### config.mk
export PLATFORM = sky130hd
export DESIGN_NAME = tcsr_ctrl
export DESIGN_NICKNAME = d
export VERILOG_FILES = /design/src/sv/tcsr_pkg.sv /design/src/sv/tcsr_ctrl.sv
export SDC_FILE = /design/constraint.sdc
export NUM_CORES = 1
export LEC_CHECK = 0
export ABC_AREA = 0
export BUFFER_PORTS_ARGS = -buffer_cell sky130_fd_sc_hd__buf_2
export CORE_AREA = 2 2 39 41
export DETAILED_ROUTE_END_ITERATION = 7
export DIE_AREA = 0 0 41 43
export PLACE_DENSITY = 0.66
export SETUP_SLACK_MARGIN = 0.15
export SLEW_MARGIN = 20
export SYNTH_ARGS = -nofsm -noshare
export SYNTH_HDL_FRONTEND = slang
export SYNTH_SLANG_ARGS = --single-unit
export TNS_END_PERCENT = 50
### constraint.sdc
create_clock -name clock -period 1.6 [get_ports clock]
set_clock_uncertainty 0.1 [all_clocks]
set_input_delay 0.32 -clock clock [delete_from_list [all_inputs] [get_ports clock]]
set_output_delay 0.32 -clock clock [all_outputs]
set_load 0.01 [all_outputs]
### src/sv/tcsr_pkg.sv
package tcsr_pkg;

   // Defaults for the top-level parameters
   localparam int DEF_SCREEN_ROWS = 480;
   localparam int DEF_TEX_WORDS   = 4096;

   // Fixed field and state widths
   localparam int DIM_W    = 7;   // tex_width / tex_height registers
   localparam int TCOL_W   = 6;   // texture column
   localparam int TROW_W   = 6;   // texture row
   localparam int SPAN_W   = 12;  // signed span rows
   localparam int FRAC_W   = 22;  // fraction of the wall hit point
   localparam int DEN_W    = 18;  // divisor width (3 * distance)
   localparam int ADDR_W   = 13;  // texel address before range check
   localparam int COLOR_W  = 24;
   localparam int PIX_W    = 10;
   localparam int IDX_W    = 12;
   localparam int QPOS_W   = 16;
   localparam int CSR_IDX_W = 1;

   localparam logic [COLOR_W-1:0] KEY_COLOR = 24'h00ff00;
   localparam logic [DIM_W-1:0]   DIM_RESET = 7'd64;
   localparam logic [DIM_W-1:0]   DIM_MIN   = 7'd1;
   localparam logic [DIM_W-1:0]   DIM_MAX   = 7'd64;

   // Configuration register indexes
   localparam logic [CSR_IDX_W-1:0] CSR_TEX_WIDTH  = 1'b0;
   localparam logic [CSR_IDX_W-1:0] CSR_TEX_HEIGHT = 1'b1;

   typedef enum logic [1:0] {
      CMD_LOAD   = 2'd0,
      CMD_COLUMN = 2'd1,
      CMD_ROW    = 2'd2,
      CMD_NONE   = 2'd3
   } cmd_type;

   typedef enum logic [3:0] {
      ST_IDLE,
      ST_LOAD,
      ST_COL_MUL,
      ST_COL_SCALE,
      ST_COL_DIV,
      ST_COL_COMMIT,
      ST_ROW_CHECK,
      ST_ROW_DIV,
      ST_ROW_ADDR,
      ST_ROW_READ,
      ST_ROW_EMIT
   } state_type;

   // Commands from the controller to the datapath
   typedef struct packed {
      logic capture;
      logic load_wr;
      logic div_start;
      logic div_row;
      logic col_frac;
      logic col_scale;
      logic col_commit;
      logic row_addr;
      logic row_read;
      logic row_emit;
   } dp_cmd_type;

   // Status from the datapath to the controller
   typedef struct packed {
      logic row_ok;
      logic div_busy;
   } dp_status_type;

   // Saturate a written texture dimension to 1..64
   function automatic logic [DIM_W-1:0] sat_dim(input logic [DIM_W-1:0] v);
      logic [DIM_W-1:0] r;
      r = v;
      if (v < DIM_MIN) r = DIM_MIN;
      else if (v > DIM_MAX) r = DIM_MAX;
      return r;
   endfunction

endpackage

### src/sv/tcsr_ctrl.sv
module tcsr_ctrl import tcsr_pkg::*; (
   input  logic          clock,
   input  logic          reset,
   input  logic          start,
   input  logic [1:0]    req_cmd,
   input  dp_status_type status,
   output dp_cmd_type    cmd,
   output logic          busy
);

   state_type state_ff, state_in;
   cmd_type   req_code;

   assign req_code = cmd_type'(req_cmd);

   // Next state
   always_comb begin
      state_in = state_ff;
      case (state_ff)
         ST_IDLE: begin
            if (start) begin
               case (req_code)
                  CMD_LOAD:   state_in = ST_LOAD;
                  CMD_COLUMN: state_in = ST_COL_MUL;
                  CMD_ROW:    state_in = ST_ROW_CHECK;
                  default:    state_in = ST_IDLE;
               endcase
            end
         end
         ST_LOAD:       state_in = ST_IDLE;
         ST_COL_MUL:    state_in = ST_COL_SCALE;
         ST_COL_SCALE:  state_in = ST_COL_DIV;
         ST_COL_DIV: begin
            if (!status.div_busy) state_in = ST_COL_COMMIT;
         end
         ST_COL_COMMIT: state_in = ST_IDLE;
         ST_ROW_CHECK: begin
            if (status.row_ok) state_in = ST_ROW_DIV;
            else state_in = ST_IDLE;
         end
         ST_ROW_DIV: begin
            if (!status.div_busy) state_in = ST_ROW_ADDR;
         end
         ST_ROW_ADDR:   state_in = ST_ROW_READ;
         ST_ROW_READ:   state_in = ST_ROW_EMIT;
         ST_ROW_EMIT:   state_in = ST_IDLE;
         default:       state_in = ST_IDLE;
      endcase
   end

   // Datapath commands
   always_comb begin
      cmd  = '0;
      busy = 1'b1;
      case (state_ff)
         ST_IDLE: begin
            busy        = 1'b0;
            cmd.capture = start;
         end
         ST_LOAD:       cmd.load_wr = 1'b1;
         ST_COL_MUL: begin
            cmd.col_frac  = 1'b1;
            cmd.div_start = 1'b1;
         end
         ST_COL_SCALE:  cmd.col_scale = 1'b1;
         ST_COL_DIV:    cmd = '0;
         ST_COL_COMMIT: cmd.col_commit = 1'b1;
         ST_ROW_CHECK: begin
            cmd.div_row   = 1'b1;
            cmd.div_start = status.row_ok;
         end
         ST_ROW_DIV:    cmd = '0;
         ST_ROW_ADDR:   cmd.row_addr = 1'b1;
         ST_ROW_READ:   cmd.row_read = 1'b1;
         ST_ROW_EMIT:   cmd.row_emit = 1'b1;
         default:       cmd = '0;
      endcase
   end

   always_ff @(posedge clock) begin
      if (reset) begin
         state_ff <= ST_IDLE;
      end else begin
         state_ff <= state_in;
      end
   end

endmodule

==> results of run 1 <==
==> worst min path at each step <==
stage	cells past startpoint	slack, ns	endpoint	from
after floorplan	1	0.29	state_ff[1]	reset
after global placement	2	0.46	state_ff[1]	reset
after detailed placement	2	0.46	state_ff[1]	reset
after CTS	2	0.20	state_ff[1]	reset
after global routing	2	0.22	state_ff[1]	reset
final	2	0.21	state_ff[1]	reset
==> routing by layer <==
metal / up-vias / global-route usage [%]
li1: 279 / -
met1: 278 / 19.03
met2: 25 / 24.69
met3: 2 / 3.141
met4: 0 / 11.33
met5: - / 0
==> cells in the mapped netlist (all sizes together) <==
| library cell | number | area share (%) |
|---|---|---|
| a211o | 1 | 2.1 |
| a211oi | 2 | 3.6 |
| a21oi | 3 | 3.6 |
| a221o | 1 | 2.4 |
| and3 | 3 | 4.5 |
| buf | 4 | 5.1 |
| clkbuf | 1 | 1.8 |
| dfxtp | 4 | 19 |
| ha | 2 | 6.0 |
| inv | 3 | 2.7 |
| nand2 | 4 | 3.6 |
| nand2b | 4 | 6.0 |
| nand3 | 3 | 3.6 |
| nand4 | 2 | 3.0 |
| nor2 | 7 | 6.9 |
| nor2b | 2 | 3.0 |
| nor3 | 3 | 3.6 |
| nor3b | 2 | 3.6 |
| o211ai | 1 | 1.8 |
| o21ai | 3 | 3.6 |
| o22ai | 1 | 3.0 |
| o2bb2ai | 1 | 2.1 |
| o311a | 1 | 2.4 |
| xnor2 | 1 | 2.1 |
==> final cells by class <==
| type | instances | area, sq um |
|---|---|---|
| Multi-Input combinational cell | 47 | 369.1 |
| Sequential cell | 4 | 95.09 |
| Clock buffer | 3 | 22.52 |
| Inverter | 3 | 11.26 |
| Timing Repair Buffer | 33 | 227.7 |
| Fill cell | 128 | 638.1 |
| Tap cell | 16 | 20.02 |
==> worst max-delay path, cell delays in order (launching register included) <==
cell	delay [ns]
dfxtp_4	0.40
nand2b_1	0.11
and3_1	0.20
buf_2	0.14
==> stage by stage <==
step | hold WS, ns | worst slack (ns) | total power (W)
4_1_cts | 0.2000 | 0.1131 | 0.0007166
5_1_grt | 0.2213 | 0.03740 | 0.0008274
2_1_floorplan | 0.2928 | 0.1382 | 0.0003824
3_5_place_dp | 0.4606 | 0.02950 | 0.0004760
3_3_place_gp | 0.4569 | 0.05299 | 0.0004719
6_report | 0.2116 | 0.08645 | 0.0007719
==> placed cells by master (no fill, tap or decap), drive strengths merged <==
| cell type | instances |
|---|---|
| buf | 33 |
| nor2 | 7 |
| nand2 | 4 |
| dfxtp | 4 |
| nand2b | 4 |
| inv | 3 |
| and3 | 3 |
| a21oi | 3 |
| clkbuf | 3 |
| nor3 | 3 |
| nand3 | 3 |
| o21ai | 3 |
| nor3b | 2 |
| nor2b | 2 |
| nand4 | 2 |
| ha | 2 |
| a211oi | 2 |
| o2bb2ai | 1 |
| o211ai | 1 |
| a221o | 1 |
| a211o | 1 |
| o22ai | 1 |
| xnor2 | 1 |
| o311a | 1 |
==> where the power goes <==
group | total (W) | leakage, nW | switching (W) | internal [W]
sequential | 0.000173 | 0.0356 | 0.0000461 | 0.000127
clock | 0.000129 | 0.0138 | 0.0000451 | 0.0000841
combinational | 0.000470 | 0.317 | 0.000230 | 0.000240
==> timing repair <==
action / CTS / global route
endpoints found under the setup margin: 13 / 14
buffers inserted: 10 / 2
hold buffers: 0 / 0
gates resized for setup: 20 / 11
pin swaps: 3 / 7
==> cells by family after synthesis <==
family	count (synthesis)	share of synthesized area (%)
compound gates	14	24.77
simple gates	30	38.06
flops	4	19.34
buf+inv	8	9.668
xor+xnor	1	2.115
fa+ha+maj	2	6.041
==> metrics.cfg, run 1 <==
[sta]
hold_violations=0
period_minus_slack_ns=1.514
tightest_slew_ns=0.4359
tns_ns=0
rsz0062_at_grt=yes
period_share_pct=94.60
slew_violations=0
setup_viol=0
fmax_ghz=0.6607
max_slew_margin_pct=70.81

[placed_design]
io_buffers=17
place_area_sq_um=525.5
dp_hpwl_um=781.5
place_inst=91
place.gp.congestion=0.8481

[synthesis]
synth_warnings=0
ys_ff_latch=4
synth_cell_types=27
synth_cells=59
ys_seq_area_share_pct=19.34
synth.avg_cell_area_sq_um=7.019
syn_nets=68
netlist_area_sq_um=414.1

[drt]
drt-initial-drc-count=11
wl_met3_um=71
topRoutingLayerUsed=met4
post-route-drc-count=0
drtPass1Iterations=5
ant_nets=0
wl_per_cell_um=13.10
routed_wl_mm=1.389
via_count=584
wl_met1_um=567
met2_length_um=727
viasPerCell=5.509

[worst_setup_path]
startpoint_type=flop
critical_path.max_fanout=7
cp-endpoint=cmd[7]
worstSetupStartpoint=state_ff[2]
r2r_end=state_ff[0]
worstPathArrival_ns=1.09
end_kind=output pin
r2r_start=state_ff[3]
path_class=flop to output pin
ff2ff_setup_slack_ns=0.12
cp.required_ns=1.18
worstRegToRegCells=5

[clock_network]
clock_sinks=4
cts_tree=done
htreeDepth=1
insertion_delay_ns=0.24
clockRootBuffer=clkbuf_4
numCtsBuffers=3
clockBufferDepth=2
clk_pin_slew_ns=0.04

[final_layout]
utilization_pct=53.89
diodes=0
fin_area_sq_um=745.7
top_regs=state_ff: 4 flops
layout-drive-gt1-share_pct=58.89
final_cells=106
syn2layout_area_growth_pct=80.06
largest_register=state_ff
nNetsFinal=101
largest_register_ff_count=4

[global_routing]
grt_pass1_wl_mm=1.897
grt_overflow_total=0
grt_start_max_net_pins=14
antenna_found_initial=0
track_usage_pct=16.18
grt_pass1_vias=464

[die]
coreArea_sq_um=1384
die-area_sq_um=1763
initial_core_util_pct=29.93
rows=14
fp.dieH_um=43
die_w_um=41
io_pins=18

[power]
vdd_drop_max_mv=0.2804
pwr_density_cell_nw_per_um2=1035
cellLeakagePower_nw=0.3665

[run_status]
outcome=finished, final reports clean

[flow_run]
cap_violations=0

[min_path]
hp-class=input port to flop

Power figures use the tool's default switching activity.
==> inputs of run 2 (changes only) <==
--- a/config.mk
+++ b/config.mk
@@ -9,5 +9,5 @@
 export BUFFER_PORTS_ARGS = -buffer_cell sky130_fd_sc_hd__buf_2
-export CORE_AREA = 2 2 39 41
+export CORE_AREA = 4 4 41 43
 export DETAILED_ROUTE_END_ITERATION = 7
-export DIE_AREA = 0 0 41 43
+export DIE_AREA = 0 0 45 47
 export PLACE_DENSITY = 0.66
==> constraint.sdc (replaced) <==
create_clock -name clock -period 1.6 [get_ports clock]
set_clock_uncertainty 0.1 [all_clocks]
set_input_delay 0.08 -clock clock [delete_from_list [all_inputs] [get_ports clock]]
set_output_delay 0.08 -clock clock [all_outputs]
set_load 0.01 [all_outputs]
==> metrics.cfg, run 2 (same netlist as run 1, synthesis figures left out) <==
[global_routing]
track_usage_pct=11.45
antenna_found_initial=0
grt_pass1_wl_mm=1.787
grt_overflow_total=0
grt_pass1_vias=443
grt_start_max_net_pins=12

[final_layout]
final_cell_mix=17 x buf_2, 7 x buf_4, 6 x nor2_1
final-seq-area_sq_um=87.58
fillerInstances=145
top_regs=state_ff: 4 flops
nNetsFinal=94
layout-drive-gt1-share_pct=44.58
diodes=0
fin_area_sq_um=610.6
largest_register=state_ff
largest_register_ff_count=4
final_cells=98
final_common_cell=buf_2
multi_input_area_sq_um=311.5
syn2layout_area_growth_pct=47.43

[die]
io_pins=18
die-area_sq_um=2115
rows=13
initial_core_util_pct=31.83
die_w_um=45
fp.dieH_um=47
coreArea_sq_um=1301

[sta]
rsz0062_at_grt=yes
tns_ns=0
tightest_slew_ns=0.4301
period_share_pct=89.64
slew_violations=0
setup_viol=0
fmax_ghz=0.6973
hold_violations=0
period_minus_slack_ns=1.434
max_slew_margin_pct=71.20

[drt]
routed_wl_mm=1.128
wl_per_cell_um=11.51
drt-initial-drc-count=2
ant_nets=0
post-route-drc-count=0
via_count=501
viasPerCell=5.112
drtPass1Iterations=4

[flow_run]
cap_violations=0

[worst_setup_path]
cp.required_ns=1.42
end_kind=output pin
r2r_end=state_ff[0]
critical_path.max_fanout=10
critical-path-max-stage-delay_ns=0.36
critPathBufInv=2
crit_chain=buf_4, nand2b_1, nor3b_1, buf_2
cp_slowest_cell=dfxtp_2
critPathTopFamily=simple AND/OR/NAND/NOR gates
ff2ff_setup_slack_ns=0.20
path_class=flop to output pin
worstRegToRegCells=4
startpoint_type=flop
worstPathArrival_ns=1.25
r2r_start=state_ff[2]

[clock_network]
cts_tree=done
insertion_delay_ns=0.23
numCtsBuffers=3
clockRootBuffer=clkbuf_4
htreeDepth=1
clockBufferDepth=2
clk_pin_slew_ns=0.04
clock_sinks=4

[placed_design]
dp_hpwl_um=861.5
io_buffers=17
place_inst=93
place_area_sq_um=541.8
place.gp.congestion=0.7976

[min_path]
whs_path_depth=3
min_from=status[0]
whs_endpoint=state_ff[2]
hp-class=input port to flop

[power]
pwr_density_cell_nw_per_um2=1072
vdd_drop_max_mv=0.3682
cellLeakagePower_nw=0.3049

[run_status]
outcome=finished, final reports clean

-- run 2: cell count changes in the layout (fill, tap and decap cells not counted), moves of 2 or more --
cell / previous run / this run
buf_6: 6 / 1
buf_4: 10 / 7
dfxtp_2: 0 / 3
dfxtp_4: 4 / 1
nor2_4: 2 / 0
nor3_1: 0 / 2
-- run 2: cell type report --
class	count	share of cell area, %
multi-input cells	47	51.02
repair buffers	26	26.02
flip-flops and latches	4	14.34
clock buffers	3	3.689
well taps	15	3.074
inverters	3	1.844
-- run 2: through the flow --
stage / power [W] / hold WS, ns / setup slack (ns) / util [%]
after floorplan: 0.0003797 / 0.05276 / 0.3138 / -
after CTS: 0.0006316 / 0.05798 / 0.1299 / 44.52
final: 0.0006544 / 0.05481 / 0.1658 / 46.92
after detailed placement: 0.0004956 / 0.2184 / 0.1343 / 41.63
after global routing: 0.0007089 / 0.05029 / 0.09836 / 46.92
after global placement: 0.0004974 / 0.2267 / 0.1308 / 41.63
-- run 2: how the worst max path moves through the flow --
stage / from / to / slack [ns] / cells after the start
4_1_cts: state_ff[2] / cmd[0] / 0.13 / 4
3_3_place_gp: state_ff[2] / state_ff[2] / 0.13 / 5
3_5_place_dp: state_ff[2] / state_ff[2] / 0.13 / 5
5_1_grt: state_ff[3] / cmd[3] / 0.1 / 4
6_report: state_ff[3] / cmd[3] / 0.17 / 4
2_1_floorplan: state_ff[2] / state_ff[0] / 0.31 / 5
-- run 2: layer usage --
metal	global-route usage, %	wire length (um)	up-vias
li1	-	-	261
met1	13.86	492	228
met2	18.93	583	10
met3	3.831	37	2
met4	4.094	15	0
met5	0	0	-
-- run 2: tightest hold or removal path: stages --
cell and delay (ns):
buf_2 0.13, nand4_1 0.08, o21ai_1 0.06
-- run 2: where the power goes --
group	switching (W)	internal, W	total [W]
logic	0.000181	0.000179	0.000360
clock network	0.0000401	0.0000838	0.000124
registers	0.0000449	0.000126	0.000171
total	0.000266	0.000389	0.000654
-- run 2: timing repair --
| action | in CTS | in global routing |
|---|---|---|
| resized for setup | 4 | 7 |
| pin swaps | 0 | 4 |
| setup buffers | 0 | 1 |
| hold buffers | 1 | 0 |
| setup endpoints to repair | 8 | 7 |
| hold endpoints to repair | 2 | 0 |
